### src/shamh_pkg.sv
// ----------------------------------------------------------------------------
// shamh_pkg: SHA-256 message hash shared definitions
// Round constants, initial hash, round/schedule functions and FSM type.
// ----------------------------------------------------------------------------
package shamh_pkg;

  localparam int WORD_W   = 32;
  localparam int BLK_DEPTH = 16;
  localparam int POS_W    = 4;
  localparam int ROUNDS_W = 6;
  localparam int LEN_W    = 64;
  localparam int CNT_W    = 3;
  localparam int DIG_WORDS = 8;

  localparam logic [CNT_W-1:0]    FULL_BYTES = 3'd4;
  localparam logic [WORD_W-1:0]   PAD_WORD   = 32'h8000_0000;
  localparam logic [POS_W-1:0]    POS_LEN_HI = 4'd14;
  localparam logic [POS_W-1:0]    POS_LAST   = 4'd15;
  localparam logic [4:0]          LOAD_LAST  = 5'd16;
  localparam logic [ROUNDS_W-1:0] ROUND_LAST = 6'd63;
  localparam logic [3:0]          DIG_COUNT  = 4'd8;

  localparam logic [WORD_W-1:0] HASH_IV [DIG_WORDS] = '{
    32'h6a09e667, 32'hbb67ae85, 32'h3c6ef372, 32'ha54ff53a,
    32'h510e527f, 32'h9b05688c, 32'h1f83d9ab, 32'h5be0cd19
  };

  localparam logic [WORD_W-1:0] ROUND_K [64] = '{
    32'h428a2f98, 32'h71374491, 32'hb5c0fbcf, 32'he9b5dba5,
    32'h3956c25b, 32'h59f111f1, 32'h923f82a4, 32'hab1c5ed5,
    32'hd807aa98, 32'h12835b01, 32'h243185be, 32'h550c7dc3,
    32'h72be5d74, 32'h80deb1fe, 32'h9bdc06a7, 32'hc19bf174,
    32'he49b69c1, 32'hefbe4786, 32'h0fc19dc6, 32'h240ca1cc,
    32'h2de92c6f, 32'h4a7484aa, 32'h5cb0a9dc, 32'h76f988da,
    32'h983e5152, 32'ha831c66d, 32'hb00327c8, 32'hbf597fc7,
    32'hc6e00bf3, 32'hd5a79147, 32'h06ca6351, 32'h14292967,
    32'h27b70a85, 32'h2e1b2138, 32'h4d2c6dfc, 32'h53380d13,
    32'h650a7354, 32'h766a0abb, 32'h81c2c92e, 32'h92722c85,
    32'ha2bfe8a1, 32'ha81a664b, 32'hc24b8b70, 32'hc76c51a3,
    32'hd192e819, 32'hd6990624, 32'hf40e3585, 32'h106aa070,
    32'h19a4c116, 32'h1e376c08, 32'h2748774c, 32'h34b0bcb5,
    32'h391c0cb3, 32'h4ed8aa4a, 32'h5b9cca4f, 32'h682e6ff3,
    32'h748f82ee, 32'h78a5636f, 32'h84c87814, 32'h8cc70208,
    32'h90befffa, 32'ha4506ceb, 32'hbef9a3f7, 32'hc67178f2
  };

  typedef enum logic [5:0] {
    ST_IDLE  = 6'b000001,
    ST_PAD   = 6'b000010,
    ST_LOAD  = 6'b000100,
    ST_ROUND = 6'b001000,
    ST_ADD   = 6'b010000,
    ST_DONE  = 6'b100000
  } state_t;

  function automatic logic [31:0] ror32(input logic [31:0] v, input int s);
    return (v >> s) | (v << (32 - s));
  endfunction

  function automatic logic [31:0] big_sig0(input logic [31:0] x);
    return ror32(x, 2) ^ ror32(x, 13) ^ ror32(x, 22);
  endfunction

  function automatic logic [31:0] big_sig1(input logic [31:0] x);
    return ror32(x, 6) ^ ror32(x, 11) ^ ror32(x, 25);
  endfunction

  function automatic logic [31:0] small_sig0(input logic [31:0] x);
    return ror32(x, 7) ^ ror32(x, 18) ^ (x >> 3);
  endfunction

  function automatic logic [31:0] small_sig1(input logic [31:0] x);
    return ror32(x, 17) ^ ror32(x, 19) ^ (x >> 10);
  endfunction

  function automatic logic [31:0] choose(input logic [31:0] e, input logic [31:0] f,
                                         input logic [31:0] g);
    return (e & f) ^ (~e & g);
  endfunction

  function automatic logic [31:0] major(input logic [31:0] a, input logic [31:0] b,
                                        input logic [31:0] c);
    return (a & b) ^ (a & c) ^ (b & c);
  endfunction

endpackage

### src/sha256_message_hash_top.sv
// ----------------------------------------------------------------------------
// sha256_message_hash_top: SHA-256 hash of a word-streamed message
// Buffers 16-word blocks in a RAM, compresses them one round per cycle,
// pads the tail and streams out the 8 digest words.
// ----------------------------------------------------------------------------
//
//  channel | dir | tdata                | tuser              | tlast
//  --------+-----+----------------------+--------------------+-------------
//  in_     | in  | [31:0] message_word  | [2:0] valid_bytes  | final_word
//  out_    | out | [31:0] digest_word   | -                  | digest_last
//
// Flow: a non-final word is written into the RAM, except that the 16th word of a
//   block also starts compression (RAM read-out into the schedule window, 64
//   rounds, one chain add). A final word is followed by the pad, zero-fill and
//   length words, one compression per tail block, and the load of the digest
//   buffer.
// Reset: rst_n synchronous, active low; chain value returns to the initial hash.
// Stalls: the digest sits in its own output buffer, so a new message is taken
//   while it drains; a second digest waits until the buffer is empty.
// ----------------------------------------------------------------------------
module sha256_message_hash_top
  import shamh_pkg::*;
(
  input  logic        clk,
  input  logic        rst_n,
  input  logic        in_tvalid,
  output logic        in_tready,
  input  logic [31:0] in_tdata,   // [31:0] message_word
  input  logic [2:0]  in_tuser,   // [2:0] valid_bytes
  input  logic        in_tlast,   // final_word
  output logic        out_tvalid,
  input  logic        out_tready,
  output logic [31:0] out_tdata,  // [31:0] digest_word
  output logic        out_tlast   // digest_last
);

  state_t state_r, state_nxt;

  logic [POS_W-1:0]    pos_r;      // next free slot in the block RAM
  logic [LEN_W-1:0]    bytes_r;    // message byte count, wraps
  logic                fin_r;      // final word seen, tail in progress
  logic                pad80_r;    // pad word still owed (full final word)
  logic                len_r;      // high length word already written
  logic [4:0]          ld_cnt_r;
  logic [ROUNDS_W-1:0] rnd_r;
  logic [3:0]          dig_cnt_r;

  logic [WORD_W-1:0] chain_r [DIG_WORDS];
  logic [WORD_W-1:0] wv_r    [DIG_WORDS]; // working variables a..h
  logic [WORD_W-1:0] win_r   [BLK_DEPTH]; // schedule window, w[t] at 0
  logic [WORD_W-1:0] dig_r   [DIG_WORDS]; // output buffer
  logic [WORD_W-1:0] blk_mem [BLK_DEPTH];
  logic [WORD_W-1:0] rd_q;

  logic              in_acc, out_acc;
  logic [CNT_W-1:0]  cnt;
  logic [WORD_W-1:0] tail_word;
  logic              push_en;
  logic [WORD_W-1:0] push_data;
  logic [WORD_W-1:0] t1, t2, w_new;
  logic              dig_load;

  assign in_tready  = (state_r == ST_IDLE);
  assign in_acc     = in_tvalid && in_tready;
  assign out_tvalid = (dig_cnt_r != 4'd0);
  assign out_acc    = out_tvalid && out_tready;
  assign out_tdata  = dig_r[0];
  assign out_tlast  = (dig_cnt_r == 4'd1);
  assign dig_load   = (state_r == ST_DONE) && (dig_cnt_r == 4'd0);

  // counts above four mean a full word
  assign cnt = (in_tuser > FULL_BYTES) ? FULL_BYTES : in_tuser;

  // short final word: keep leading bytes, pad byte in the first free one
  always_comb begin
    case (cnt)
      3'd0:    tail_word = PAD_WORD;
      3'd1:    tail_word = (in_tdata & 32'hff00_0000) | 32'h0080_0000;
      3'd2:    tail_word = (in_tdata & 32'hffff_0000) | 32'h0000_8000;
      3'd3:    tail_word = (in_tdata & 32'hffff_ff00) | 32'h0000_0080;
      default: tail_word = in_tdata;
    endcase
  end

  // one block RAM write per cycle: input word, tail word, or pad, fill or length word
  always_comb begin
    push_en   = 1'b0;
    push_data = '0;
    case (state_r)
      ST_IDLE: begin
        push_en   = in_acc;
        push_data = in_tlast ? tail_word : in_tdata;
      end
      ST_PAD: begin
        push_en = 1'b1;
        if (pad80_r) begin
          push_data = PAD_WORD;
        end else if (pos_r == POS_LEN_HI) begin
          push_data = bytes_r[60:29];
        end else if (pos_r == POS_LAST && len_r) begin
          push_data = {bytes_r[28:0], 3'b000};
        end
      end
      default: begin
        push_en = 1'b0;
      end
    endcase
  end

  always_comb begin
    state_nxt = state_r;
    case (state_r)
      ST_IDLE: begin
        if (in_acc) begin
          if (pos_r == POS_LAST) begin
            state_nxt = ST_LOAD;
          end else if (in_tlast) begin
            state_nxt = ST_PAD;
          end
        end
      end
      ST_PAD: begin
        if (pos_r == POS_LAST) begin
          state_nxt = ST_LOAD;
        end
      end
      ST_LOAD: begin
        if (ld_cnt_r == LOAD_LAST) begin
          state_nxt = ST_ROUND;
        end
      end
      ST_ROUND: begin
        if (rnd_r == ROUND_LAST) begin
          state_nxt = ST_ADD;
        end
      end
      ST_ADD: begin
        if (!fin_r) begin
          state_nxt = ST_IDLE;
        end else if (len_r) begin
          state_nxt = ST_DONE;
        end else begin
          state_nxt = ST_PAD;
        end
      end
      ST_DONE: begin
        if (dig_cnt_r == 4'd0) begin
          state_nxt = ST_IDLE;
        end
      end
      default: begin
        state_nxt = ST_IDLE;
      end
    endcase
  end

  // round datapath
  assign t1 = wv_r[7] + big_sig1(wv_r[4]) + choose(wv_r[4], wv_r[5], wv_r[6])
            + ROUND_K[rnd_r] + win_r[0];
  assign t2 = big_sig0(wv_r[0]) + major(wv_r[0], wv_r[1], wv_r[2]);
  assign w_new = small_sig1(win_r[14]) + win_r[9] + small_sig0(win_r[1]) + win_r[0];

  // block RAM: one write port, one registered read port
  always_ff @(posedge clk) begin
    if (push_en) begin
      blk_mem[pos_r] <= push_data;
    end
    rd_q <= blk_mem[ld_cnt_r[POS_W-1:0]];
  end

  // schedule window and output buffer
  always_ff @(posedge clk) begin
    if ((state_r == ST_LOAD && ld_cnt_r != 5'd0) || state_r == ST_ROUND) begin
      for (int i = 0; i < BLK_DEPTH - 1; i++) begin
        win_r[i] <= win_r[i+1];
      end
      win_r[BLK_DEPTH-1] <= (state_r == ST_LOAD) ? rd_q : w_new;
    end
    if (dig_load) begin
      for (int i = 0; i < DIG_WORDS; i++) begin
        dig_r[i] <= chain_r[i];
      end
    end else if (out_acc) begin
      for (int i = 0; i < DIG_WORDS - 1; i++) begin
        dig_r[i] <= dig_r[i+1];
      end
    end
  end

  always_ff @(posedge clk) begin
    if (!rst_n) begin
      state_r   <= ST_IDLE;
      pos_r     <= '0;
      bytes_r   <= '0;
      fin_r     <= 1'b0;
      pad80_r   <= 1'b0;
      len_r     <= 1'b0;
      ld_cnt_r  <= '0;
      rnd_r     <= '0;
      dig_cnt_r <= '0;
      for (int i = 0; i < DIG_WORDS; i++) begin
        chain_r[i] <= HASH_IV[i];
      end
    end else begin
      state_r <= state_nxt;
      if (push_en) begin
        pos_r <= pos_r + 4'd1;
      end
      if (out_acc) begin
        dig_cnt_r <= dig_cnt_r - 4'd1;
      end
      case (state_r)
        ST_IDLE: begin
          if (in_acc) begin
            bytes_r <= bytes_r + (in_tlast ? LEN_W'(cnt) : LEN_W'(FULL_BYTES));
            if (in_tlast) begin
              fin_r   <= 1'b1;
              pad80_r <= (cnt == FULL_BYTES);
            end
          end
        end
        ST_PAD: begin
          if (pad80_r) begin
            pad80_r <= 1'b0;
          end else if (pos_r == POS_LEN_HI) begin
            len_r <= 1'b1;
          end
        end
        ST_LOAD: begin
          if (ld_cnt_r == LOAD_LAST) begin
            ld_cnt_r <= '0;
            rnd_r    <= '0;
            for (int i = 0; i < DIG_WORDS; i++) begin
              wv_r[i] <= chain_r[i];
            end
          end else begin
            ld_cnt_r <= ld_cnt_r + 5'd1;
          end
        end
        ST_ROUND: begin
          rnd_r   <= rnd_r + 6'd1;
          wv_r[0] <= t1 + t2;
          wv_r[1] <= wv_r[0];
          wv_r[2] <= wv_r[1];
          wv_r[3] <= wv_r[2];
          wv_r[4] <= wv_r[3] + t1;
          wv_r[5] <= wv_r[4];
          wv_r[6] <= wv_r[5];
          wv_r[7] <= wv_r[6];
        end
        ST_ADD: begin
          for (int i = 0; i < DIG_WORDS; i++) begin
            chain_r[i] <= chain_r[i] + wv_r[i];
          end
        end
        ST_DONE: begin
          if (dig_load) begin
            dig_cnt_r <= DIG_COUNT;
            bytes_r   <= '0;
            fin_r     <= 1'b0;
            len_r     <= 1'b0;
            pos_r     <= '0;
            for (int i = 0; i < DIG_WORDS; i++) begin
              chain_r[i] <= HASH_IV[i];
            end
          end
        end
        default: begin
          fin_r <= 1'b0;
        end
      endcase
    end
  end

endmodule

### config.mk
export PLATFORM = sky130hd
export DESIGN_NAME = sha256_message_hash_top
export DESIGN_NICKNAME = d
export VERILOG_FILES = /design/src/shamh_pkg.sv /design/src/sha256_message_hash_top.sv
export SDC_FILE = /design/constraint.sdc
export NUM_CORES = 2
export LEC_CHECK = 0
export BUFFER_PORTS_ARGS = -buffer_cell sky130_fd_sc_hd__buf_4
export CAP_MARGIN = 40
export CORE_MARGIN = 1
export CORE_UTILIZATION = 64
export CTS_CLUSTER_DIAMETER = 100
export CTS_CLUSTER_SIZE = 10
export DETAILED_ROUTE_END_ITERATION = 6
export PLACE_DENSITY_LB_ADDON = 0.08
export SLEW_MARGIN = 20
export SYNTH_ARGS = -nofsm -noshare
export SYNTH_HDL_FRONTEND = slang
export SYNTH_SLANG_ARGS = --single-unit
### constraint.sdc
create_clock -name clk -period 15.65 [get_ports clk]
set_clock_uncertainty 0.2 [all_clocks]
set_input_delay 1.565 -clock clk [delete_from_list [all_inputs] [get_ports clk]]
set_output_delay 1.565 -clock clk [all_outputs]
set_load 0.02 [all_outputs]
==> out/results.ini <==
[global_route]
grt_antenna_before_repair = 4
groute.usage.overall_pct = 36.3
grt_first_pass_wirelength_um = 409000
globalRoute.totalOverflow = 0
grt_pass1_vias = 61900
grt_start_max_net_pins = 208

[setup_path]
crit_fanout = 25
cp-end-kind = register
worst-endpoint-required_ns = 15.99
cp_common_cell = inv_1
critical_path_buf_inv_count = 8
startpoint_type = register
critPathKind = reg -> reg
crit_path_leading_delay_family = compound AO/OA/AOI/OAI gates
master_of_the_slowest_instance_on_the_critical_path = ha_1
cp_arrival_ns = 11.10
max_stage_delay_ns = 0.71

[yosys]
syn_avg_cell_area_um2 = 12.9
ys_seq_area_share_pct = 56.3
synth.net_count = 8190
synth_seq_cells = 1913
synth-warning-count = 0
synth.lib_cells_used.distinct = 96
async_reset_ff_share_pct = 0
postSynth.topFlopCell = edfxtp_1
synth_enable_flop_cells = 1664
postSynthCellCount = 7550
syn_std_cell_area_um2 = 97700

[cells_and_area]
layout-area-overhead-vs-synth_pct = 9.38
layout-drive-gt1-share_pct = 13.9
fin_nets = 8230
final-instance-count-excl-fill = 9729

[clock_network]
ctsLongestPathBuffers = 3
ctsHoldBuffers = 0
number_of_levels_the_h_tree_was_split_into = 4
cts_made_buffers = 209
clk_pin_slew_ns = 0.06
post_cts.repair.setup_buffers = 0
cts_tree = done
postCtsResizedCells = 0
cts_num_sinks = 1913
clk_root_buffer_cell = clkbuf_16
worst_skew_pair.late_latency_ns = 0.92

[floorplanning]
row_count = 142
starting_density_of_the_core_pct = 64.8
dieWidth_um = 393
placeableCoreArea_um2 = 151000
io_pins = 75
total_die_area_um2 = 154000
fp.dieH_um = 393

[sta]
timing.final.setup_violations = 0
post-route-period-util_pct = 68.7
relative_slew_slack_pct = 26.8
worstMarginPinSlew_ns = 1.10
maxSlewViolCount = 0
fin_crit_ns = 10.75
hold_violations = 0
setup_total_negative_slack_ns = 0
unrepaired_setup_endpoints_after_global_routing = no
max_freq_mhz = 93.0
finalWorstSetupSlack_ns = 4.90

[drt]
viasPerCell = 6.58
post_drt_antenna_nets = 0
drt_pre_antenna_iters = 7
first_iter_violations = 8075
routed-via-count = 64000
wl_per_cell_um = 28.7
drcViolationCount = 3
wirelength_um = 279000

[place]
globalplace.congestion = 0.954
total_half_perimeter_wirelength_after_legalization_and_detailed_placement_um = 188000
pre_cts_ws_ns = 5.04
portBuffers = 74
placed_cells = 9386

[power]
total_power_w = 0.0119
vdd.ir_drop.worst_mv = 0.115
total_leakage_power_nw = 37.8
power_density_nw_per_um2 = 111

[outcome]
violated_checks = design-rule violations
status = complete, but fails checks

[min_path]
min-delay-path-class = reg -> reg

[run]
maxCapViolations = 0

power breakdown:
part           leakage [nW]  internal (W)  switching, W  total (W)
logic                  18.2      0.000411      0.000793    0.00120
clock network          2.89       0.00249       0.00209    0.00457
registers              16.7       0.00598      0.000110    0.00609
worst reg2reg max path: cells and delay by family, from the launching register on:
family | cells | cell delay [ns]
buffers and inverters | 8 | 1.29
flip-flops | 1 | 0.31
adder cells (fa/ha/maj) | 7 | 3.34
XOR/XNOR | 3 | 0.49
multiplexers | 1 | 0.53
AND/OR/NAND/NOR | 3 | 0.84
AO/OA/AOI/OAI | 15 | 3.44
flip-flops by register name, summed over array words and instances, names as in the netlist, 4 cells and up:
name       flops
bytes_r       61
rnd_r          6
rd_q          32
dig_r        256
blk_mem      512
win_r        512
dig_cnt_r      4
chain_r      256
pos_r          4
wv_r         256
ld_cnt_r       5
state_r        6
logic make-up after synthesis:
logic type	synth area share [%]
AO/OA/AOI/OAI	10.2
XOR/XNOR	5.60
adder cells (fa/ha/maj)	9.23
buffers and inverters	2.92
flip-flops	56.3
multiplexers	8.71
AND/OR/NAND/NOR	7.06
layout make-up:
cell class / instances / area, um^2
Clock buffer: 316 / 5650
Clock inverter: 16 / 455
Inverter: 364 / 1370
Sequential cell: 1913 / 55000
Timing Repair Buffer: 191 / 1790
Fill cell: 10100 / 43800
Antenna cell: 2 / 5.00
Tap cell: 2016 / 2520
Multi-Input combinational cell: 4911 / 40100
routing by layer:
metal | track usage [%] | up-vias | routed length (um)
met5 | 0 | - | 11
met4 | 13.4 | 2 | 11100
met3 | 7.79 | 577 | 30900
met2 | 53.4 | 3686 | 122000
met1 | 53.4 | 31900 | 115000
li1 | - | 27900 | -
path summary, 6_finish.rpt:
path,cells past startpoint,startpoint,slack (ns),endpoint
worst max-delay path,37,rnd_r[0],4.90,wv_r[0][31]
worst min-delay path,0,win_r[1][235],0.16,win_r[1][203]
worst max register to register,37,rnd_r[0],4.90,wv_r[0][31]
worst min register to register,0,win_r[1][235],0.16,win_r[1][203]
through the flow:
step	utilization, %	cell area, um^2	hold slack (ns)
CTS	70.8	107000	0.150
global route	70.9	107000	0.160
global placement	66.5	100000	0.200
finish	70.9	107000	0.163
floorplan	-	97700	0.200
detailed placement	66.7	101000	0.205
synthesized netlist by cell type, drive strengths merged (39+ instances only):
master,number,area [um^2]
o21a,56,428
and3,45,282
nand2b,57,357
clkbuf,283,1060
nand3,115,593
a21oi,443,2220
nand2,602,2260
buf,79,425
mux4,164,3690
nor2,387,1470
a31oi,39,244
ha,404,5050
xnor2,401,3510
edfxtp,1664,50000
a21o,231,1730
mux2,405,4560
o21ai,402,2010
fa,196,3920
dfxtp,249,4980
inv,362,1360
o211ai,63,473
o21bai,56,420
nor3,79,400
nor2b,55,344
xor2,224,1960
a211oi,56,420
or3,40,250
cell usage in the layout (no fill, tap or decap), types with 13 or more instances in the layout:
| master | n |
|---|---|
| mux2i_1 | 25 |
| buf_16 | 13 |
| buf_4 | 162 |
| or2_2 | 15 |
| or3_1 | 40 |
| edfxtp_1 | 1664 |
| a21boi_0 | 16 |
| nor2b_1 | 55 |
| dfxtp_1 | 241 |
| xnor2_1 | 401 |
| nand3_1 | 113 |
| clkbuf_16 | 209 |
| a222oi_1 | 24 |
| nor2_4 | 13 |
| o21bai_1 | 56 |
| a21oi_1 | 441 |
| ha_1 | 404 |
| and2_1 | 21 |
| nand2_1 | 592 |
| and3_1 | 45 |
| mux4_2 | 164 |
| nand4_1 | 37 |
| xor2_1 | 224 |
| nor2_1 | 369 |
| o31ai_1 | 36 |
| inv_1 | 359 |
| mux2_2 | 405 |
| clkinv_16 | 15 |
| a21o_1 | 231 |
| nand2b_1 | 57 |
| nor3_1 | 73 |
| o211ai_1 | 63 |
| a211oi_1 | 56 |
| clkbuf_1 | 105 |
| o2111ai_1 | 14 |
| o21ai_0 | 396 |
| o21a_1 | 55 |
| a31oi_1 | 39 |
| fa_1 | 196 |
Power figures use the tool's default switching activity.
